<file path="src/hw/rtl/stable_priority_queue_defines.svh">
// Assertion macros for the stable priority queue.
`ifndef STABLE_PRIORITY_QUEUE_DEFINES_SVH
`define STABLE_PRIORITY_QUEUE_DEFINES_SVH

`ifndef SYNTH

`define SPQ_ASSERT_IMP(lbl, ante, cons, msg) \
  lbl: assert property (@(posedge clk) disable iff (rst) (ante) |-> (cons)) \
    else $error(msg);

`define SPQ_ASSERT_NXT(lbl, ante, cons, msg) \
  lbl: assert property (@(posedge clk) disable iff (rst) (ante) |=> (cons)) \
    else $error(msg);

`else

`define SPQ_ASSERT_IMP(lbl, ante, cons, msg)

`define SPQ_ASSERT_NXT(lbl, ante, cons, msg)

`endif

`endif

</file>
<file path="src/hw/rtl/spq_pkg.sv">
// Types and constants shared by the stable priority queue modules.
`default_nettype none

package spq_pkg;

  localparam int CAPACITY_DEF      = 16;
  localparam int PRIORITY_BITS_DEF = 8;
  localparam int DATA_W            = 32;
  localparam int PRIO_IN_W         = 8;
  localparam int OCC_W             = 5;

  typedef enum logic {
    REQ_ENQ = 1'b0,
    REQ_DEQ = 1'b1
  } req_type_t;

  typedef enum logic [1:0] {
    ST_ENQ   = 2'd0,
    ST_DEQ   = 2'd1,
    ST_EMPTY = 2'd2,
    ST_FULL  = 2'd3
  } status_t;

  typedef struct packed {
    req_type_t                req_type;
    logic signed [DATA_W-1:0] data_value;
    logic [PRIO_IN_W-1:0]     priority_req;
  } req_t;

  typedef struct packed {
    logic signed [DATA_W-1:0] result_data;
    status_t                  status;
    logic [OCC_W-1:0]         occupancy;
  } rsp_t;

  // Per-cycle command broadcast to every cell.
  typedef struct packed {
    logic enq;
    logic deq;
  } cell_ctl_t;

endpackage

`default_nettype wire

</file>
<file path="src/hw/rtl/spq_cell.sv">
// One storage cell of the sorted register chain.
`default_nettype none

module spq_cell #(
  parameter int PRIORITY_BITS = spq_pkg::PRIORITY_BITS_DEF
) (
  input  wire logic                             clk,
  input  wire spq_pkg::cell_ctl_t               ctl,
  input  wire logic                             occupied,
  input  wire logic signed [spq_pkg::DATA_W-1:0] new_data,
  input  wire logic [PRIORITY_BITS-1:0]         new_prio,
  input  wire logic                             left_ge,
  input  wire logic signed [spq_pkg::DATA_W-1:0] left_data,
  input  wire logic [PRIORITY_BITS-1:0]         left_prio,
  input  wire logic signed [spq_pkg::DATA_W-1:0] right_data,
  input  wire logic [PRIORITY_BITS-1:0]         right_prio,
  output logic signed [spq_pkg::DATA_W-1:0]     data,
  output logic [PRIORITY_BITS-1:0]              prio,
  output logic                                  ge
);

  logic signed [spq_pkg::DATA_W-1:0] data_next;
  logic [PRIORITY_BITS-1:0]          prio_next;

  // Stored entry stays ahead of the new one.
  assign ge = occupied && (prio >= new_prio);

  always_comb begin
    data_next = data;
    prio_next = prio;
    if (ctl.enq) begin
      if (!ge) begin
        if (left_ge) begin
          data_next = new_data;
          prio_next = new_prio;
        end else begin
          data_next = left_data;
          prio_next = left_prio;
        end
      end
    end else if (ctl.deq) begin
      data_next = right_data;
      prio_next = right_prio;
    end
  end

  always_ff @(posedge clk) begin
    data <= data_next;
    prio <= prio_next;
  end

endmodule

`default_nettype wire

</file>
<file path="src/hw/rtl/stable_priority_queue.sv">
// Top level of the stable priority queue: cell chain, fill count, result register.
//
//   channel   dir  handshake              payload
//   req       in   req_valid / req_ready  spq_pkg::req_t
//   rsp       out  rsp_valid / rsp_ready  spq_pkg::rsp_t
//
// One request per cycle while req_ready is high; its result appears in rsp in the next cycle.
// The cell chain compares and shifts all entries in the cycle of the transfer.
// req_ready is low only while a result waits in the register and rsp_ready is low.
// Reset (rst) clears the fill count and rsp_valid; cell contents and rsp data are left as is.
`default_nettype none

`include "stable_priority_queue_defines.svh"

module stable_priority_queue #(
  parameter int CAPACITY      = spq_pkg::CAPACITY_DEF,
  parameter int PRIORITY_BITS = spq_pkg::PRIORITY_BITS_DEF
) (
  input  wire logic          clk,
  input  wire logic          rst,
  input  wire logic          req_valid,
  output logic               req_ready,
  input  wire spq_pkg::req_t req,
  output logic               rsp_valid,
  input  wire logic          rsp_ready,
  output spq_pkg::rsp_t      rsp
);

  localparam int CNT_W = $clog2(CAPACITY + 1);

  logic [CNT_W-1:0]   count;
  logic [CNT_W-1:0]   count_next;
  logic               rsp_valid_next;
  spq_pkg::rsp_t      rsp_next;
  spq_pkg::cell_ctl_t ctl;

  logic                              req_xfer;
  logic                              full;
  logic                              empty;
  logic [PRIORITY_BITS-1:0]          new_prio;

  logic signed [spq_pkg::DATA_W-1:0] cell_data [CAPACITY];
  logic [PRIORITY_BITS-1:0]          cell_prio [CAPACITY];
  logic                              cell_ge   [CAPACITY];

  assign req_ready = !rsp_valid || rsp_ready;
  assign req_xfer  = req_valid && req_ready;
  assign full      = (count == CNT_W'(CAPACITY));
  assign empty     = (count == '0);
  assign new_prio  = PRIORITY_BITS'(req.priority_req);

  assign ctl.enq = req_xfer && (req.req_type == spq_pkg::REQ_ENQ) && !full;
  assign ctl.deq = req_xfer && (req.req_type == spq_pkg::REQ_DEQ) && !empty;

  for (genvar i = 0; i < CAPACITY; i++) begin : g_cell
    logic                              left_ge;
    logic signed [spq_pkg::DATA_W-1:0] left_data;
    logic [PRIORITY_BITS-1:0]          left_prio;
    logic signed [spq_pkg::DATA_W-1:0] right_data;
    logic [PRIORITY_BITS-1:0]          right_prio;

    if (i == 0) begin : g_head
      assign left_ge   = 1'b1;
      assign left_data = req.data_value;
      assign left_prio = new_prio;
    end else begin : g_body
      assign left_ge   = cell_ge[i-1];
      assign left_data = cell_data[i-1];
      assign left_prio = cell_prio[i-1];
    end

    if (i == CAPACITY - 1) begin : g_tail
      assign right_data = cell_data[i];
      assign right_prio = cell_prio[i];
    end else begin : g_mid
      assign right_data = cell_data[i+1];
      assign right_prio = cell_prio[i+1];
    end

    spq_cell #(
      .PRIORITY_BITS(PRIORITY_BITS)
    ) u_cell (
      .clk       (clk),
      .ctl       (ctl),
      .occupied  (CNT_W'(i) < count),
      .new_data  (req.data_value),
      .new_prio  (new_prio),
      .left_ge   (left_ge),
      .left_data (left_data),
      .left_prio (left_prio),
      .right_data(right_data),
      .right_prio(right_prio),
      .data      (cell_data[i]),
      .prio      (cell_prio[i]),
      .ge        (cell_ge[i])
    );
  end

  always_comb begin
    count_next = count;
    if (ctl.enq) begin
      count_next = count + CNT_W'(1);
    end else if (ctl.deq) begin
      count_next = count - CNT_W'(1);
    end
  end

  always_comb begin
    rsp_next.result_data = '0;
    rsp_next.status      = spq_pkg::ST_ENQ;
    if (req.req_type == spq_pkg::REQ_DEQ) begin
      if (empty) begin
        rsp_next.result_data = '1;
        rsp_next.status      = spq_pkg::ST_EMPTY;
      end else begin
        rsp_next.result_data = cell_data[0];
        rsp_next.status      = spq_pkg::ST_DEQ;
      end
    end else if (full) begin
      rsp_next.status = spq_pkg::ST_FULL;
    end
    rsp_next.occupancy = spq_pkg::OCC_W'(count_next);
  end

  always_comb begin
    rsp_valid_next = rsp_valid;
    if (req_xfer) begin
      rsp_valid_next = 1'b1;
    end else if (rsp_ready) begin
      rsp_valid_next = 1'b0;
    end
  end

  always_ff @(posedge clk) begin
    if (rst) begin
      count     <= '0;
      rsp_valid <= 1'b0;
    end else begin
      count     <= count_next;
      rsp_valid <= rsp_valid_next;
    end
  end

  always_ff @(posedge clk) begin
    if (req_xfer) begin
      rsp <= rsp_next;
    end
  end

  `SPQ_ASSERT_IMP(a_count_bound, 1'b1, count <= CNT_W'(CAPACITY), "fill count above capacity")
  `SPQ_ASSERT_NXT(a_enq_grows, ctl.enq, count == $past(count) + CNT_W'(1), "enqueue lost")
  `SPQ_ASSERT_IMP(a_front_order, count >= CNT_W'(2), cell_prio[0] >= cell_prio[1], "head unsorted")
  `SPQ_ASSERT_IMP(a_empty_data, rsp_valid && (rsp.status == spq_pkg::ST_EMPTY),
                  rsp.result_data == -32'sd1, "empty dequeue data")
  `SPQ_ASSERT_NXT(a_full_keeps, req_xfer && full && (req.req_type == spq_pkg::REQ_ENQ),
                  count == CNT_W'(CAPACITY), "full enqueue changed count")

endmodule

`default_nettype wire
</file>
<file path="config.mk">
export PLATFORM = sky130hd
export DESIGN_NAME = stable_priority_queue
export DESIGN_NICKNAME = d
export VERILOG_FILES = /design/src/hw/rtl/spq_pkg.sv /design/src/hw/rtl/spq_cell.sv /design/src/hw/rtl/stable_priority_queue.sv
export VERILOG_INCLUDE_DIRS = /design/src /design/src/hw/rtl
export SDC_FILE = /design/constraint.sdc
export NUM_CORES = 2
export LEC_CHECK = 0
export ABC_CLOCK_PERIOD_IN_PS = 11600
export BUFFER_PORTS_ARGS = -buffer_cell sky130_fd_sc_hd__buf_4
export CELL_PAD_IN_SITES_DETAIL_PLACEMENT = 1
export CELL_PAD_IN_SITES_GLOBAL_PLACEMENT = 2
export CORE_MARGIN = 4
export CORE_UTILIZATION = 47
export DETAILED_ROUTE_END_ITERATION = 8
export MAX_ROUTING_LAYER = met4
export PLACE_DENSITY = 0.82
export SLEW_MARGIN = 25
export SYNTH_ARGS = -nofsm -noshare
export SYNTH_HDL_FRONTEND = slang
export SYNTH_SLANG_ARGS = --single-unit
</file>
<file path="constraint.sdc">
create_clock -name clk -period 11.6 [get_ports clk]
set_input_delay 0 -clock clk [delete_from_list [all_inputs] [get_ports clk]]
set_output_delay 0 -clock clk [all_outputs]
set_load 0.02 [all_outputs]
</file>
After elaboration in Yosys (flattened, before gate mapping)
Cells that the tools add are included.
- latch bits: 0
- bits in writable memories: 0
- memories kept: 0
- register bits: 685
- ROM bits: 0
- output and inout port bits: 41
- multiply operators: 0
- add/subtract/negate cells: 2
- bitwise operators: 2
- muxes and demuxes: 127
- shift-type cells: 0
- divide/modulo/power cells: 0
- reduce and logical (&&, ||, !) cells: 44
- order comparisons: 32
- equal/unequal tests: 16
- operator list (cell ; number):
    two-way mux 32 bit ; 60
    two-way mux 8 bit ; 60
    >= comparator 8 bit ; 16
    < comparator 4 x 5 -> 1 bit (first input constant) ; 8
    two-way mux 34 bit ; 1
    AND reduction 2 bit ; 16
    != test 2 bit (second input constant) ; 15
    logical AND 1 bit ; 21
    < comparator 3 x 5 -> 1 bit (first input constant) ; 4
    < comparator 1 x 5 -> 1 bit (first input constant) ; 2
    < comparator 2 x 5 -> 1 bit (first input constant) ; 2
    two-way mux 5 bit ; 2
    adder 5 x 1 -> 5 bit (second input constant) ; 1
    == test 5 bit (second input constant) ; 1
    logical NOT 5 bit ; 1
    subtractor 5 x 1 -> 5 bit (second input constant) ; 1
    two-way mux 2 bit ; 2
    nonzero test 2 bit ; 2
    logical NOT 1 bit ; 3
    two-way mux 1 bit ; 2
    inverter 1 bit ; 2
    logical OR 1 bit ; 1

Longest topological paths before layout
- word-level depth: 7
- mapped depth: 12

Hierarchy
From an unflattened synthesis, not the netlist that was laid out.
- cell total of the unflattened synthesis: 3422
- area, all modules: 38089.0 µm²
- by module, submodules not included (module ; area each (µm²) ; sequential area each (µm²) ; instances ; cells an instance):
    spq_cell ; 2245.9 ; 1201.2 ; 16 ; 203
    stable_priority_queue ; 2154.6 ; 1291.2 ; 1 ; 174

Worst setup path after synthesis
OpenSTA, ideal clock, no wires.
- path type: register to register
- from: register count[1]
- to: register g_cell[11].u_cell.data[0] (netlist bit), enable pin
- setup slack: 6.358 ns
- period minus slack after synthesis: 5.242 ns
- required time: 11.107 ns
- data arrival time: 4.750 ns
- library setup time: 0.493 ns
- buffers on the path: 5
- cell stages (with the launch flop): 11
- path through: dfxtp_1 clkbuf_1 inv_1 ha_1 or3b_1 buf_2 o2111ai_2 buf_2 buf_2 buf_2 o21ai_0
- longest elaborated chain between the ends: 5
- elaborated cells between the ends (all ways): 11
- those cells by class: order compare: 1; eq/ne: 2; reduce/logical: 8
- RTL lines (item ; RTL line ; RTL):
    from (decl) ; stable_priority_queue.sv:31 ; logic [CNT_W-1:0] count;
    from (signal assigned) ; stable_priority_queue.sv:139 ; count <= count_next;
    parallel branches: the longest is 4 deep, another holds < comparator 4 x 5 -> 1 bit ; n/a ;
    AND reduction 2 bit (no source line) * ; n/a ;
    to (signal assigned) ; spq_cell.sv:48 ; data <= data_next;
    to (decl) ; spq_cell.sv:17 ; output logic signed [spq_pkg::DATA_W-1:0] data,
Mark *: on every way between the ends.
A chain may end at the register's enable or synchronous reset.

Final worst setup path
- from: register count[1]
- to: register g_cell[7].u_cell.prio[3], enable pin
- longest elaborated chain between the ends: 5
- elaborated cells between the ends (all ways): 11
- those cells by class: order compare: 1; eq/ne: 2; reduce/logical: 8
- RTL lines (item ; RTL line ; RTL):
    parallel branches: the longest is 4 deep, another holds < comparator 3 x 5 -> 1 bit ; n/a ;
    AND reduction 2 bit (no source line) * ; n/a ;
    to (signal assigned) ; spq_cell.sv:49 ; prio <= prio_next;
    to (decl) ; spq_cell.sv:18 ; output logic [PRIORITY_BITS-1:0] prio,
Marked as above.

==> qor.yml <==
status:
  outcome: "completed"
placed_design:
  gp_congestion: 0.842
  port_buffers: 85
  hpwlAfterDp_mm: 73.5
clock_network:
  cts_tree: "yes"
  clk_pin_slew_ns: 0.05
  cts_made_buffers: 79
  clock_latency_ns: 0.64
  clock_path_buffers: 3
  cts_resized: 0
  h-tree-depth: 3
  cts_setup_buffers: 0
  root_buffer: "clkbuf_16"
  clock_sinks: 685
pwr:
  vdd_drop_max_v: 0.000129
  swShare_pct: 34.3
  netSwitchingPower_mw: 2.89
  p_per_area_nw_per_um2: 205
  pwr-share-clk_pct: 28.0
  comb_power_share_pct: 27.3
  sequentialPowerShare_pct: 44.7
  leakage_nw: 15.1
  intPower_mw: 5.53
yosys:
  synth.distinct_cells: 48
  synthMuxAreaShare_pct: 1.21
  yosysTopAreaCellShare_pct: 54.6
  synth-xor-area-share_pct: 0.117
  synth-simple-area-share_pct: 8.32
  ys_seq_area_share_pct: 54.9
  yosys.area_share.adder_pct: 4.42
  synth_top_family_by_area: "compound AO/OA/AOI/OAI gates"
  yosysTopAreaCell: "edfxtp_1"
  synth_warnings: 0
  ys.flop_type: "edfxtp_1"
  ys_ff_latch: 685
  synth_area_um2: 37400
  yosys-top-cells-area: "edfxtp_1 55%, a221o_1 15%, a21oi_1 7.0%"
  synth-compound-area-share_pct: 25.4
  synth_nets: 3466
  async_flop_share_pct: 0
  syn_inst: 3289
  synth_edf_count: 679
  syn_avg_cell_area_um2: 11.4
worst_setup_path:
  reg2reg_depth: 9
  r2r_start: "count[1]$_SDFF_PP0_"
  worstSetupEndpoint: "g_cell[7].u_cell.prio[3]$_DFFE_PP_"
  path_class: "flop to flop"
  crit_fanout: 188
  start_kind: "flop"
  crit_start: "count[1]$_SDFF_PP0_"
  worst-r2r-setup-slack_ns: 7.00
  cp.arrival_ns: 4.98
  regToRegEndpoint: "g_cell[7].u_cell.prio[3]$_DFFE_PP_"
  cp.required_ns: 11.98
  cp-end-kind: "flop"
floorplan:
  fp.dieW_um: 290
  coreArea_um2: 78900
  initial_utilization_pct: 47.4
  io_pins: 86
  die_h_um: 290
  num_rows: 103
  die-area_um2: 84000
timing:
  min_period_ns: 4.60
  tightestPinTransition_ns: 1.10
  setup_tns_ns: 0
  finalHoldViolCount: 0
  max_clock_freq_mhz: 217
  rsz0062_at_grt: "false"
  relSlewSlack_pct: 26.6
  setup_viol: 0
  finalClockSkew_ns: 0.0283
  finalCritPeriodShare_pct: 39.7
  slew_viol_final: 0
cells_and_area:
  diodes: 0
  drive_gt1_share_pct: 10.7
  final_util_pct: 52.2
  fill_cells: 8150
  multi_input_area_um2: 15000
  final_nets: 3359
  area_delta_synth_final_pct: 10.2
  seqCellArea_um2: 20500
drt:
  ant_nets: 0
  drc: 0
  wirelength_mm: 119
  viasPerCell: 6.81
  vias: 29200
  first_iter_violations: 3796
  avgRoutedWirePerCell_um: 27.6
  dr.pass1.iters: 6
flow_run:
  drv_cap: 0
global_route:
  grt_usage_pct: 28.1
  antenna_found_initial: 1
  grt_pass1_wl_mm: 186
  first_global_vias: 29700
  grt_overflow: 0
  grt_max_degree: 189
hold_path:
  hold_path.class: "primary input to flop"
## area by class of cell
type,instances,area share (%)
flip-flops and latches,685,49.8
multi-input cells,2171,36.5
clock buffers,114,5.17
repair buffers,214,4.45
well taps,1050,3.19
clock inverters,30,0.571
inverters,31,0.283
## power groups by stage
stage | clock network (mW) | logic, mW | registers [mW]
6_report | 2.36 | 2.30 | 3.76
3_3_place_gp | 0 | 2.15 | 3.78
5_1_grt | 2.51 | 2.47 | 3.81
2_1_floorplan | 0 | 1.51 | 3.71
4_1_cts | 2.41 | 2.28 | 3.75
3_5_place_dp | 0 | 2.26 | 3.80
## cells by family after synthesis
| logic type | count (synthesis) |
|---|---|
| xor+xnor | 5 |
| flops | 685 |
| mux | 40 |
| simple gates | 738 |
| fa+ha+maj | 132 |
| compound gates | 1256 |
| buf+inv | 433 |
## how the worst min path moves through the flow
| stage | startpoint | endpoint | slack, ns | depth (start not counted) |
|---|---|---|---|---|
| 2_1_floorplan | rst | count[1]$_SDFF_PP0_ | 0.07 | 1 |
| 3_3_place_gp | rst | count[1]$_SDFF_PP0_ | 0.24 | 2 |
| 3_5_place_dp | rst | rsp_valid$_SDFFE_PP0P_ | 0.23 | 2 |
| 4_1_cts | rst | count[0]$_SDFF_PP0_ | 0.11 | 3 |
| 5_1_grt | rst | count[3]$_SDFF_PP0_ | 0.17 | 3 |
| 6_report | rst | count[0]$_SDFF_PP0_ | 0.14 | 3 |
## cell usage after synthesis (all sizes together), types with 2 or more instances
master and n:
o2111ai 14, nor2b 5, o21ai 40, buf 204
nand2 526, a31oi 15, and3 40, a21oi 519
a211oi 14, and2 60, a221oi 13, nor2 81
mux2 40, edfxtp 679, o2111a 2, clkbuf 198
a211o 13, ha 132, xnor2 5, nand3 3
inv 31, a221o 560, a21o 57, dfxtp 6
a22oi 2, nand2b 15
## metal layers
layer | GRT usage (%) | share of wire, %
met1 | 41.2 | 45
met2 | 42.2 | 45
met3 | 3.60 | 7.9
met4 | 6.11 | 1.6
met5 | - | 0
## worst max-delay path, cell delays in order, from the launching register on
cell and delay, ns:
dfxtp_1 0.41, inv_1 0.28, ha_1 0.26, or3b_1 0.48
o2111ai_4 0.23, buf_4 0.56, buf_12 0.62, buf_6 0.74
o21ai_4 0.36, buf_16 0.26
## stage by stage
stage | setup slack (ns) | total power, mW | instance area (um2) | instances | hold WS [ns]
floorplan | 6.36 | 5.22 | 37400 | 3289 | 0.0691
global placement | 6.77 | 5.92 | 38300 | 4103 | 0.238
detailed placement | 6.98 | 6.06 | 38400 | 4106 | 0.231
CTS | 6.95 | 8.44 | 41200 | 4295 | 0.113
global route | 6.72 | 8.78 | 41200 | 4295 | 0.169
finish | 7.00 | 8.42 | 41200 | 4295 | 0.144
## state kept, by name, summed over array words and instances (netlist names)
name	cells
g_cell.u_cell.prio	128
count	5
g_cell.u_cell.data	512
rsp_valid	1
rsp	39
## placed cells by master (no fill, tap or decap), drive strengths merged, types with 6 or more instances in the layout
cell type	instances
inv	36
buf	169
edfxtp	679
o21ai	40
a221o	560
nand2	526
a31oi	15
ha	132
clkbuf	114
and2	60
a21oi	519
nor2	81
mux2	40
nand2b	15
dlygate4sd3	45
o2111ai	14
and3	40
a221oi	13
a211o	13
a21o	57
a211oi	14
clkinv	23
dfxtp	6
## what timing repair did
action	4_1_cts	5_1_grt
hold buffers	45	0
setup endpoints to repair	0	0
endpoints found under the hold margin	53	0
(Power assumes the default switching activity.)
